$ cat src/design/utf8_sanitizer_assert.svh
// ----------------------------------------------------------------------------
// utf8_sanitizer assertion macros
// Clocked on clk, disabled while arst_n is low.
// ----------------------------------------------------------------------------
`ifndef UTF8_SANITIZER_ASSERT_SVH
`define UTF8_SANITIZER_ASSERT_SVH

// same-cycle implication
`define U8S_ASSERT_IMP(lbl, ante, cons, msg) \
lbl: assert property (@(posedge clk) disable iff (!arst_n) (ante) |-> (cons)) else $error(msg);

// next-cycle implication
`define U8S_ASSERT_NXT(lbl, ante, cons, msg) \
lbl: assert property (@(posedge clk) disable iff (!arst_n) (ante) |=> (cons)) else $error(msg);

`endif

$ cat src/design/u8s_pkg.sv
// ----------------------------------------------------------------------------
// u8s_pkg
// Types and constants shared by the UTF-8 sanitizer controller and datapath.
// ----------------------------------------------------------------------------
package u8s_pkg;

	localparam logic [7:0] REPL_B0 = 8'hef;
	localparam logic [7:0] REPL_B1 = 8'hbf;
	localparam logic [7:0] REPL_B2 = 8'hbd;

	localparam logic [1:0] REPL_LAST = 2'd2;

	typedef enum logic [2:0] {
		ST_IDLE,
		ST_EVAL,
		ST_COPY,
		ST_REPL,
		ST_FIN
	} state_t;

	// what the sequence at the head of the buffer calls for
	typedef enum logic [1:0] {
		CLS_EMPTY,
		CLS_COPY,
		CLS_REPL,
		CLS_HOLD
	} cls_t;

	typedef struct packed {
		logic       load;
		logic       emit;
		logic       emit_repl;
		logic [1:0] repl_idx;
		logic       shift;
		logic       finish;
	} cmd_t;

	typedef struct packed {
		cls_t       cls;
		logic [1:0] k_m1;
		logic       adv_ok;
	} sts_t;

endpackage

$ cat src/design/u8s_in_if.sv
// ----------------------------------------------------------------------------
// u8s_in_if
// Input channel: one raw text byte per word.
// ----------------------------------------------------------------------------
interface u8s_in_if;
	logic       valid;
	logic       ready;
	logic [7:0] in_byte;
	logic       text_end;

	modport source (output valid, output in_byte, output text_end, input ready);
	modport sink (input valid, input in_byte, input text_end, output ready);
endinterface

$ cat src/design/u8s_out_if.sv
// ----------------------------------------------------------------------------
// u8s_out_if
// Output channel: one sanitized byte per word plus framing flags.
// ----------------------------------------------------------------------------
interface u8s_out_if;
	logic       valid;
	logic       ready;
	logic [7:0] out_byte;
	logic       run_last;
	logic       is_replacement;
	logic       text_done;
	logic       text_valid;

	modport source (output valid, output out_byte, output run_last, output is_replacement,
		output text_done, output text_valid, input ready);
	modport sink (input valid, input out_byte, input run_last, input is_replacement,
		input text_done, input text_valid, output ready);
endinterface

$ cat src/design/u8s_ctrl.sv
// ----------------------------------------------------------------------------
// u8s_ctrl
// Sequencer: accepts a byte, classifies the buffer head, walks the emit
// cycles of each sequence or replacement, then closes the step.
// ----------------------------------------------------------------------------
module u8s_ctrl (
	input  logic           clk,
	input  logic           arst_n,
	input  logic           in_valid,
	output logic           in_ready,
	input  u8s_pkg::sts_t  sts,
	output u8s_pkg::cmd_t  cmd
);

	u8s_pkg::state_t state_q, state_d;
	logic [1:0]      cnt_q;

	always_ff @(posedge clk or negedge arst_n) begin
		if (!arst_n) begin
			state_q <= u8s_pkg::ST_IDLE;
			cnt_q   <= '0;
		end else begin
			state_q <= state_d;
			if (state_q == u8s_pkg::ST_EVAL) begin
				cnt_q <= (sts.cls == u8s_pkg::CLS_COPY) ? sts.k_m1 : 2'd0;
			end else if (sts.adv_ok && state_q == u8s_pkg::ST_COPY) begin
				cnt_q <= cnt_q - 2'd1;
			end else if (sts.adv_ok && state_q == u8s_pkg::ST_REPL) begin
				cnt_q <= cnt_q + 2'd1;
			end
		end
	end

	always_comb begin
		state_d = state_q;
		unique case (state_q)
			u8s_pkg::ST_IDLE: begin
				if (in_valid) state_d = u8s_pkg::ST_EVAL;
			end
			u8s_pkg::ST_EVAL: begin
				unique case (sts.cls)
					u8s_pkg::CLS_COPY: state_d = u8s_pkg::ST_COPY;
					u8s_pkg::CLS_REPL: state_d = u8s_pkg::ST_REPL;
					default:           state_d = u8s_pkg::ST_FIN;
				endcase
			end
			u8s_pkg::ST_COPY: begin
				if (sts.adv_ok && cnt_q == 2'd0) state_d = u8s_pkg::ST_EVAL;
			end
			u8s_pkg::ST_REPL: begin
				if (sts.adv_ok && cnt_q == u8s_pkg::REPL_LAST) state_d = u8s_pkg::ST_EVAL;
			end
			u8s_pkg::ST_FIN: begin
				if (sts.adv_ok) state_d = u8s_pkg::ST_IDLE;
			end
			default: state_d = u8s_pkg::ST_IDLE;
		endcase
	end

	always_comb begin
		cmd      = '0;
		in_ready = 1'b0;
		unique case (state_q)
			u8s_pkg::ST_IDLE: begin
				in_ready = 1'b1;
				cmd.load = in_valid;
			end
			u8s_pkg::ST_COPY: begin
				cmd.emit  = sts.adv_ok;
				cmd.shift = sts.adv_ok;
			end
			u8s_pkg::ST_REPL: begin
				cmd.emit      = sts.adv_ok;
				cmd.emit_repl = 1'b1;
				cmd.repl_idx  = cnt_q;
				cmd.shift     = sts.adv_ok && cnt_q == u8s_pkg::REPL_LAST;
			end
			u8s_pkg::ST_FIN: begin
				cmd.finish = sts.adv_ok;
			end
			default: begin
			end
		endcase
	end

endmodule

$ cat src/design/u8s_dp.sv
// ----------------------------------------------------------------------------
// u8s_dp
// Datapath: byte buffer, classifier, one-word lookahead stage that marks
// the last word of a step, output register, error flag.
// ----------------------------------------------------------------------------
module u8s_dp (
	input  logic          clk,
	input  logic          arst_n,
	input  logic [7:0]    in_byte,
	input  logic          text_end,
	input  u8s_pkg::cmd_t cmd,
	output u8s_pkg::sts_t sts,
	u8s_out_if.source     dout
);

	`include "utf8_sanitizer_assert.svh"

	logic [7:0] buf_q [4];
	logic [2:0] cnt_q;
	logic       end_q;
	logic       err_q;
	logic       held_v_q;
	logic [7:0] held_byte_q;
	logic       held_repl_q;
	logic       out_v_q;
	logic       push_ok;
	logic       push;
	logic [7:0] emit_byte;
	logic       out_repl_ok;

	function automatic logic is_cont(input logic [7:0] b);
		return b[7:6] == 2'b10;
	endfunction

	function automatic u8s_pkg::sts_t classify(input logic [7:0] b0, input logic [7:0] b1,
		input logic [7:0] b2, input logic [7:0] b3, input logic [2:0] avail,
		input logic fin);
		logic [2:0]    k;
		logic          bad;
		logic          over;
		logic [20:0]   cp;
		u8s_pkg::sts_t s;
		s = '0;
		priority if (!b0[7])                  k = 3'd1;
		else if ((b0 & 8'he0) == 8'hc0)       k = 3'd2;
		else if ((b0 & 8'hf0) == 8'he0)       k = 3'd3;
		else if ((b0 & 8'hf8) == 8'hf0)       k = 3'd4;
		else                                  k = 3'd0;
		bad = (avail > 3'd1 && k > 3'd1 && !is_cont(b1))
			|| (avail > 3'd2 && k > 3'd2 && !is_cont(b2))
			|| (avail > 3'd3 && k > 3'd3 && !is_cont(b3));
		unique case (k)
			3'd2:    cp = {10'd0, b0[4:0], b1[5:0]};
			3'd3:    cp = {5'd0, b0[3:0], b1[5:0], b2[5:0]};
			3'd4:    cp = {b0[2:0], b1[5:0], b2[5:0], b3[5:0]};
			default: cp = '0;
		endcase
		over = (k == 3'd2 && cp < 21'h80)
			|| (k == 3'd3 && (cp < 21'h800 || (cp >= 21'hd800 && cp <= 21'hdfff)))
			|| (k == 3'd4 && (cp < 21'h10000 || cp > 21'h10ffff));
		s.k_m1 = 2'(k - 3'd1);
		priority if (avail == 3'd0) s.cls = u8s_pkg::CLS_EMPTY;
		else if (k == 3'd1)         s.cls = u8s_pkg::CLS_COPY;
		else if (k == 3'd0 || bad)  s.cls = u8s_pkg::CLS_REPL;
		else if (avail < k)         s.cls = fin ? u8s_pkg::CLS_REPL : u8s_pkg::CLS_HOLD;
		else if (over)              s.cls = u8s_pkg::CLS_REPL;
		else                        s.cls = u8s_pkg::CLS_COPY;
		return s;
	endfunction

	assign push_ok = !out_v_q || dout.ready;
	assign push    = held_v_q && (cmd.emit || cmd.finish);

	always_comb begin
		sts        = classify(buf_q[0], buf_q[1], buf_q[2], buf_q[3], cnt_q, end_q);
		sts.adv_ok = !held_v_q || push_ok;
	end

	always_comb begin
		if (!cmd.emit_repl) begin
			emit_byte = buf_q[0];
		end else begin
			unique case (cmd.repl_idx)
				2'd0:    emit_byte = u8s_pkg::REPL_B0;
				2'd1:    emit_byte = u8s_pkg::REPL_B1;
				default: emit_byte = u8s_pkg::REPL_B2;
			endcase
		end
	end

	always_ff @(posedge clk) begin
		if (cmd.load) begin
			buf_q[cnt_q[1:0]] <= in_byte;
		end else if (cmd.shift) begin
			buf_q[0] <= buf_q[1];
			buf_q[1] <= buf_q[2];
			buf_q[2] <= buf_q[3];
		end
		if (cmd.load) end_q <= text_end;
		if (cmd.emit) begin
			held_byte_q <= emit_byte;
			held_repl_q <= cmd.emit_repl;
		end
		if (push) begin
			dout.out_byte       <= held_byte_q;
			dout.is_replacement <= held_repl_q;
			dout.run_last       <= cmd.finish;
			dout.text_done      <= cmd.finish && end_q;
			dout.text_valid     <= cmd.finish && end_q && !err_q;
		end
	end

	always_ff @(posedge clk or negedge arst_n) begin
		if (!arst_n) begin
			cnt_q    <= '0;
			err_q    <= 1'b0;
			held_v_q <= 1'b0;
			out_v_q  <= 1'b0;
		end else begin
			if (cmd.load) begin
				cnt_q <= cnt_q + 3'd1;
			end else if (cmd.shift) begin
				cnt_q <= cnt_q - 3'd1;
			end else if (cmd.finish && end_q) begin
				cnt_q <= '0;
			end
			if (cmd.emit && cmd.emit_repl) begin
				err_q <= 1'b1;
			end else if (cmd.finish && end_q) begin
				err_q <= 1'b0;
			end
			if (cmd.emit) begin
				held_v_q <= 1'b1;
			end else if (cmd.finish) begin
				held_v_q <= 1'b0;
			end
			if (push) begin
				out_v_q <= 1'b1;
			end else if (dout.ready) begin
				out_v_q <= 1'b0;
			end
		end
	end

	assign dout.valid = out_v_q;

	assign out_repl_ok = dout.out_byte == u8s_pkg::REPL_B0
		|| dout.out_byte == u8s_pkg::REPL_B1
		|| dout.out_byte == u8s_pkg::REPL_B2;

	`U8S_ASSERT_IMP(a_load_room, cmd.load, cnt_q <= 3'd3, "load with full buffer")
	`U8S_ASSERT_NXT(a_end_clears, cmd.finish && end_q, cnt_q == 3'd0 && !err_q, "text end left state")
	`U8S_ASSERT_IMP(a_done_last, dout.valid && dout.text_done, dout.run_last, "done word not last")
	`U8S_ASSERT_IMP(a_end_has_word, cmd.finish && end_q, held_v_q, "text end with no word")
	`U8S_ASSERT_IMP(a_repl_byte, dout.valid && dout.is_replacement, out_repl_ok, "bad replacement byte")

endmodule

$ cat src/design/utf8_sanitizer.sv
// ----------------------------------------------------------------------------
// utf8_sanitizer
// Byte-serial UTF-8 validator; malformed starts become U+FFFD.
// ----------------------------------------------------------------------------
// channel  dir  payload                                               word
// din      in   in_byte[7:0], text_end                                one raw byte
// dout     out  out_byte[7:0], run_last, is_replacement, text_done,   one result byte
//               text_valid
//
// One input byte at a time: a load state, then per sequence a classify state
// and an emit state that walks its output bytes (3 for a replacement), then
// a classify state that finds the buffer empty or held and a close state.
// Results leave through a lookahead stage and an output register; dout
// stalls hold the sequencer. din is ready only between steps.
// Reset clears the held-byte count, the error flag and all valid flags.
// ----------------------------------------------------------------------------
module utf8_sanitizer (
	input  logic       clk,
	input  logic       arst_n,
	u8s_in_if.sink     din,
	u8s_out_if.source  dout
);

	u8s_pkg::cmd_t cmd;
	u8s_pkg::sts_t sts;

	u8s_ctrl u_ctrl (
		.clk      (clk),
		.arst_n   (arst_n),
		.in_valid (din.valid),
		.in_ready (din.ready),
		.sts      (sts),
		.cmd      (cmd)
	);

	u8s_dp u_dp (
		.clk      (clk),
		.arst_n   (arst_n),
		.in_byte  (din.in_byte),
		.text_end (din.text_end),
		.cmd      (cmd),
		.sts      (sts),
		.dout     (dout)
	);

endmodule

$ cat src/flat_wrapper.sv
// flat-port wrapper written by rule: the top's interface ports become plain ports
module utf8_sanitizer_flat 
  (clk, arst_n, din_valid, din_in_byte, din_text_end, din_ready, dout_valid, dout_out_byte, dout_run_last, dout_is_replacement, dout_text_done, dout_text_valid, dout_ready);
  u8s_in_if din_i ();
  u8s_out_if dout_i ();
  input  logic clk;
  input  logic arst_n;
  input wire logic [$bits(din_i.valid)-1:0] din_valid;
  input wire logic [$bits(din_i.in_byte)-1:0] din_in_byte;
  input wire logic [$bits(din_i.text_end)-1:0] din_text_end;
  output wire logic [$bits(din_i.ready)-1:0] din_ready;
  output wire logic [$bits(dout_i.valid)-1:0] dout_valid;
  output wire logic [$bits(dout_i.out_byte)-1:0] dout_out_byte;
  output wire logic [$bits(dout_i.run_last)-1:0] dout_run_last;
  output wire logic [$bits(dout_i.is_replacement)-1:0] dout_is_replacement;
  output wire logic [$bits(dout_i.text_done)-1:0] dout_text_done;
  output wire logic [$bits(dout_i.text_valid)-1:0] dout_text_valid;
  input wire logic [$bits(dout_i.ready)-1:0] dout_ready;
  assign din_i.valid = din_valid;
  assign din_i.in_byte = din_in_byte;
  assign din_i.text_end = din_text_end;
  assign din_ready = din_i.ready;
  assign dout_valid = dout_i.valid;
  assign dout_out_byte = dout_i.out_byte;
  assign dout_run_last = dout_i.run_last;
  assign dout_is_replacement = dout_i.is_replacement;
  assign dout_text_done = dout_i.text_done;
  assign dout_text_valid = dout_i.text_valid;
  assign dout_i.ready = dout_ready;
  utf8_sanitizer u_core (.clk(clk), .arst_n(arst_n), .din(din_i), .dout(dout_i));
endmodule
$ cat config.mk
export PLATFORM = sky130hd
export DESIGN_NAME = utf8_sanitizer_flat
export DESIGN_NICKNAME = d
export VERILOG_FILES = /design/src/design/u8s_pkg.sv /design/src/design/u8s_in_if.sv /design/src/design/u8s_out_if.sv /design/src/design/u8s_ctrl.sv /design/src/design/u8s_dp.sv /design/src/design/utf8_sanitizer.sv /design/src/flat_wrapper.sv
export VERILOG_INCLUDE_DIRS = /design/src /design/src/design
export SDC_FILE = /design/constraint.sdc
export NUM_CORES = 1
export LEC_CHECK = 0
export ABC_AREA = 0
export BUFFER_PORTS_ARGS = -buffer_cell sky130_fd_sc_hd__clkbuf_2
export CAP_MARGIN = 30
export CELL_PAD_IN_SITES_DETAIL_PLACEMENT = 0
export CELL_PAD_IN_SITES_GLOBAL_PLACEMENT = 1
export CORE_ASPECT_RATIO = 0.8
export CORE_MARGIN = 4
export CORE_UTILIZATION = 29
export CTS_BUF_LIST = sky130_fd_sc_hd__clkbuf_4 sky130_fd_sc_hd__clkbuf_8 sky130_fd_sc_hd__clkbuf_16
export DETAILED_ROUTE_END_ITERATION = 8
export HOLD_SLACK_MARGIN = 0.03
export PLACE_DENSITY_LB_ADDON = 0.1
export SETUP_SLACK_MARGIN = 0.4
export SYNTH_ARGS = -nofsm -noshare
export SYNTH_HDL_FRONTEND = slang
export SYNTH_SLANG_ARGS = --single-unit
$ cat constraint.sdc
create_clock -name clk -period 3.3 [get_ports clk]
set_input_delay 0.165 -clock clk [delete_from_list [all_inputs] [get_ports clk]]
set_output_delay 0.165 -clock clk [all_outputs]
set_load 0.01 [all_outputs]
==> Word level (Yosys, flattened, before mapping) <==
Memories as Yosys holds them, arrays and structs flattened.
Index checks and enable logic that the tools add are counted.
W data, S select, Z words.
{ "totals": {"memories": 1, "rom_bits": 0, "latch_bits": 0, "in_bits": 13, "regBits": 33, "ramBits": 32, "output_inout_bits": 14} }
{ "mem_list": {"columns": ["name", "words", "width", "read_ports", "rd_ports_with_merged_regs", "wr", "line_no", "text"], "rows": [
  ["u_core.u_dp.buf_q", 4, 8, 4, 0, 3, "u8s_dp.sv:18", "logic [7:0] buf_q [4];"]
]} }
{ "op_classes": {"n_div": 0, "n_lt_le_gt_ge": 13, "mul": 0, "n_reduce_logical": 47, "addsub": 5, "eq_ne": 22, "n_shift": 0, "bitwise": 0, "mux": 46} }
{ "op_table": {"columns": ["cell", "n"], "rows": [
  ["$pmux W21 S3", 1],
  ["$mux W3", 12],
  ["$ge A21 B16 Y1 const B", 1],
  ["$gt A21 B21 Y1 const B", 1],
  ["$le A21 B16 Y1 const B", 1],
  ["$lt A21 B12 Y1 const B", 1],
  ["$lt A21 B17 Y1 const B", 1],
  ["$lt A21 B8 Y1 const B", 1],
  ["$mux W2", 10],
  ["$logic_and A1 B1 Y1", 18],
  ["$mux W1", 17],
  ["$mux W8", 2],
  ["$pmux W3 S5", 1],
  ["$pmux W7 S2", 1],
  ["$eq A3 B2 Y1 const B", 4],
  ["$gt A3 B2 Y1 const B", 4],
  ["$eq A2 B2 Y1 const B", 5],
  ["$logic_or A1 B1 Y1", 10],
  ["$eq A3 B3 Y1 const B", 3],
  ["$logic_not A3 Y1", 3],
  ["$reduce_or A8 Y1", 1],
  ["$eq A3 B1 Y1 const B", 2],
  ["$gt A3 B1 Y1 const B", 2],
  ["$logic_not A1 Y1", 6],
  ["other kinds (17)", 25]
]} }

==> Depth between registers and ports, before layout <==
An unclocked memory read counts as a cell.
{ "depth": {"depth_word": 22, "depth_mapped": 13, "depth_no_buf": 13} }

==> Hierarchy <==
From an unflattened synthesis, not the netlist that was laid out.
{ "unflattened": {"cells_unflattened": 308, "hier_area_um2": 3364.5} }
{ "modules_own_cells": {"columns": ["mod", "cells_per_inst", "area_each_um2", "seq_area_each_um2", "n_inst"], "rows": [
  ["u8s_dp", 263, 2961.6, 1771.7, 1],
  ["u8s_ctrl", 45, 402.9, 125.1, 1]
]} }

==> Least setup slack after synthesis <==
No wires, ideal clock.
{ "synth_path": {"path_type": "flip-flop to flip-flop", "startpoint": "memory u_core.u_dp.buf_q[0][6]", "endpoint": "register u_core.u_ctrl.state_q[1]", "arrival_ns": 2.439, "setup_slack_ns": 0.736, "stages_incl_launch_ff": 11, "synth_period_minus_slack_ns": 2.564, "setup_time_ns": 0.125, "path_cell_list": "edfxtp_1 -> nand3_1 -> or2_2 -> ha_1 -> nor2_1 -> o21ai_0 -> o21a_1 -> o311ai_2 -> o211ai_1 -> ha_1 -> a2111oi_0"} }
{ "synth_rtl": {"columns": ["element", "line_no", "text"], "rows": [
  ["start, declared", "u8s_dp.sv:18", null],
  ["end signal, assigned", "u8s_ctrl.sv:20", "state_q <= u8s_pkg::ST_IDLE;"],
  ["end signal, assigned", "u8s_ctrl.sv:23", "state_q <= state_d;"],
  ["end, declared", "u8s_ctrl.sv:15", "u8s_pkg::state_t state_q, state_d;"]
]} }

==> Final worst setup path <==
{ "layout_path": {"startpoint": "register u_core.u_dp.cnt_q[1]", "endpoint": "register u_core.u_ctrl.state_q[0]"} }
{ "layout_between": {"elab_chain_cells": 12, "word_cells_on_any_way": 22, "classes_between": "4 x order compare; 2 x eq/ne; 6 x mux; 10 x reduce/logical"} }
{ "layout_lines": {"columns": ["element", "line_no", "text"], "rows": [
  ["start, declared", "u8s_dp.sv:19", "logic [2:0] cnt_q;"],
  ["start signal, assigned", "u8s_dp.sv:121", "cnt_q <= cnt_q + 3'd1;"],
  ["start signal, assigned", "u8s_dp.sv:123", "cnt_q <= cnt_q - 3'd1;"],
  ["$gt A3 B1 Y1 / $gt A3 B2 Y1 (equally long branches)", "u8s_dp.sv:49, u8s_dp.sv:50", null],
  ["$logic_and A1 B1 Y1 (on tied branches) (2 in a row)", "u8s_dp.sv:49, u8s_dp.sv:50", null],
  ["$logic_or A1 B1 Y1", "u8s_dp.sv:50", "|| (avail > 3'd2 && k > 3'd2 && !is_cont(b2))"],
  ["$logic_or A1 B1 Y1", "u8s_dp.sv:51", "|| (avail > 3'd3 && k > 3'd3 && !is_cont(b3));"],
  ["$logic_or A1 B1 Y1", "u8s_dp.sv:64", "else if (k == 3'd0 || bad) s.cls = u8s_pkg::CLS_REPL;"],
  ["$mux W2", "u8s_dp.sv:64", null],
  ["$mux W2", "u8s_dp.sv:63", "else if (k == 3'd1) s.cls = u8s_pkg::CLS_COPY;"],
  ["$mux W2 *", "u8s_dp.sv:62", "priority if (avail == 3'd0) s.cls = u8s_pkg::CLS_EMPTY;"],
  ["$eq A2 B2 Y1 / $eq A2 B1 Y1 (equally long branches)", "u8s_ctrl.sv:41", "unique case (sts.cls)"],
  ["$pmux W3 S2 *", "u8s_ctrl.sv:41", null],
  ["$pmux W3 S5 *", "u8s_ctrl.sv:36", "unique case (state_q)"]
]} }
Mark *: on every way between the ends. The rest lies on a longest branch, timed or not.
A chain may end at the register's enable or synchronous reset.

==> impl_metrics.yaml <==
synthesis:
  syn_nets: 270
  synthTopCellsByArea: "edfxtp_1, dfrtp_1, a21o_1"
  yosys_warnings: 0
  async_flop_share_pct: 16.92
  synth_top_area_cell: "edfxtp_1"
  syn_inst: 247
  synth_edf_count: 54
  postSynthAreaPerCell_um2: 12.52
  netlist_area_um2: 3093
  ys_seq_area_share_pct: 61.33
  ys_ff_latch: 65
  yosys.cell_types.count: 50
  synth_top_area_share_pct: 52.43
  ys.flop_type: "edfxtp_1"
job:
  max_cap_violations: 0
timing:
  setup_viol: 0
  hold_violations: 0
  report.final.slew_viol_count: 0
  fmax_mhz: 377.0
  fin_setup_tns_ps: 0
  finClkSkew_ps: 7.032
  relSlewSlack_pct: 58.34
  period_needed_ps: 2653
  grt_setup_unrepaired: "no"
  hold_slack_ps: 101.9
  tightest_slew_ps: 624.8
  setup_ws_ps: 647.5
  finalCritPeriodShare_pct: 80.38
power_and_ir_drop:
  pwr_density_cell_nw_per_um2: 1018
  p_leak_nw: 1.623
  ir_worst_vdd_mv: 0.3463
  total_power_mw: 3.923
floorplanning:
  ioPinCount: 27
  die_area_um2: 12390
  die_w_um: 123.5
  initial_utilization_pct: 29.96
  die_y_um: 100.4
  core-area_um2: 10320
  rows: 33
cells_and_area:
  stdcell_count: 439
  areaGrowthSynthToFinish_pct: 24.55
  final_cell_mix: "edfxtp_1, a21o_1, clkbuf_2"
  drive_gt1_share_pct: 21.07
  final_common_cell: "edfxtp_1"
  fillers: 1063
  antenna_cells: 0
  nets: 317
hold_path:
  hp-class: "input port to flip-flop"
  holdPathEnd: "u_core.u_dp.dout.valid"
  hold_start: "dout_ready"
  min_path_cells: 3
grt:
  grt_overflow: 0
  grt_pass1_wl_mm: 10.28
  first_global_vias: 2002
  grt_usage_pct: 11.00
  antenna_found_initial: 0
  grt_max_degree: 33
setup_path:
  cp_common_cell: "ha_1"
  crit-reg2reg-launch: "u_core.u_dp.cnt_q[1]"
  slowest_stage: "dfrtp_1"
  cp-start-kind: "flip-flop"
  cpPeakStageDelay_ps: 490
  critPathArrivalTime_ps: 2850
  timing.rr.end: "u_core.u_ctrl.state_q[0]"
  cpLargestDelayFamily: "compound AO/OA/AOI/OAI gates"
  reg2reg_setup_slack_ps: 650
  rr_worst_depth: 12
  critical_path_class: "flip-flop to flip-flop"
  crit_chain: "ha_1 > ha_1 > inv_1 > a311oi_1 > o211ai_1 > a211oi_2 > o32ai_1 > ha_2 > mux2i_1 > a22oi_1 > a21oi_1 > nor3_1"
  cp_max_fo: 8
  path_buf_inv: 1
  worstPathRequired_ps: 3500
  worstSetupEndpointType: "flip-flop"
route:
  drtIter0Drc: 43
  first_pass_iters: 5
  drc: 0
  via_per_inst: 4.515
  avgRoutedWirePerCell_um: 13.96
  ant_nets: 0
  drt-total-wl_mm: 6.128
  vias: 1982
clocking:
  cts_buffers: 9
  clk_latency_ps: 330
  cts.clk_slew.worst_paths_ps: 50
  cts_tree: "built"
  cts_root_buf: "clkbuf_16"
  htree_levels: 3
  cts_num_sinks: 65
  clock_path_buffers: 2
outcome:
  status: "finished, final reports clean"
placed_design:
  portBuffers: 26
  dp_hpwl_mm: 4.393
  dpl.cell_count: 408
  gp_congestion: 0.8027
  dp_slack_ps: 424.8
[power by group]
part | total [mW] | leakage, nW | internal, mW | switching [mW]
logic | 1.36 | 0.834 | 0.586 | 0.773
clock network | 0.998 | 0.157 | 0.664 | 0.333
registers | 1.57 | 0.631 | 1.33 | 0.232
[synthesized netlist by cell type, types with 3 or more instances]
library cell,instances
a21o_1,26
a21oi_1,5
and2b_1,7
buf_2,3
dfrtp_1,11
edfxtp_1,54
ha_1,10
inv_1,16
nand2_1,22
nand2b_1,10
nand3_1,4
nand4_1,3
nor2_1,14
nor2b_1,5
o211ai_1,4
o21ai_0,10
[cells by family (layout without fill, tap and decap cells)]
kind of cell    Yosys count  count (layout)  synth area share (%)
xor+xnor                  2               2                0.5664
compound gates           69              69                 17.15
buf+inv                  24              76                 3.519
simple gates             76              76                 13.07
flops                    65              65                 61.33
fa+ha+maj                10              10                 4.045
mux                       1               1                0.3236
[layout make-up]
class,count,area [um2],share of cell area [%]
Clock buffer,10,232.7,6.041
Multi-Input combinational cell,158,1114,28.91
Sequential cell,65,1898,49.27
Clock inverter,6,82.58,2.144
Timing Repair Buffer,44,290.3,7.535
Tap cell,140,175.2,4.547
Inverter,16,60.06,1.559
[state kept, by name (all words and copies together), names as in the netlist]
signal	count
u_core.u_ctrl.cnt_q	2
u_core.u_ctrl.state_q	3
u_core.u_dp.buf_q	32
u_core.u_dp.cnt_q	3
u_core.u_dp.dout.is_replacement	1
u_core.u_dp.dout.out_byte	8
u_core.u_dp.dout.run_last	1
u_core.u_dp.dout.text_done	1
u_core.u_dp.dout.text_valid	1
u_core.u_dp.dout.valid	1
u_core.u_dp.end_q	1
u_core.u_dp.err_q	1
u_core.u_dp.held_byte_q	8
u_core.u_dp.held_repl_q	1
u_core.u_dp.held_v_q	1
[tightest hold or removal path, stage by stage]
cell	delay, ps
clkbuf_2	90
inv_1	50
a21o_1	90
[worst max path at each step]
| stage | start | to | cells after the start |
|---|---|---|---|
| after global routing | u_core.u_dp.cnt_q[1] | u_core.u_ctrl.state_q[0] | 12 |
| after CTS | u_core.u_dp.buf_q[0][6] | u_core.u_ctrl.state_q[1] | 10 |
| after global placement | u_core.u_dp.cnt_q[0] | u_core.u_ctrl.state_q[0] | 12 |
| after detailed placement | u_core.u_dp.buf_q[0][6] | u_core.u_ctrl.state_q[1] | 10 |
| after floorplan | u_core.u_dp.buf_q[0][6] | u_core.u_ctrl.state_q[1] | 10 |
| final | u_core.u_dp.cnt_q[1] | u_core.u_ctrl.state_q[0] | 12 |
[metrics by stage]
step / cell area, um2 / utilization (%)
6_report: 3852 / 37.32
5_1_grt: 3852 / 37.32
4_1_cts: 3787 / 36.69
3_5_place_dp: 3372 / 32.67
3_3_place_gp: 3372 / 32.67
2_1_floorplan: 3093 / -
[what timing repair did]
item,in CTS,in global routing
gates resized for setup,0,8
endpoints found under the setup margin,0,4
setup buffers,0,5
hold buffers,10,0
hold endpoints to repair,20,0
[layer usage]
metal	track usage, %	vias to the layer above	part of all wire [%]
li1	-	1008	-
met1	15.90	932	51
met2	14.66	36	42
met3	4.394	6	5.3
met4	4.085	0	1.4
met5	0	-	0
(Power assumes the default switching activity.)
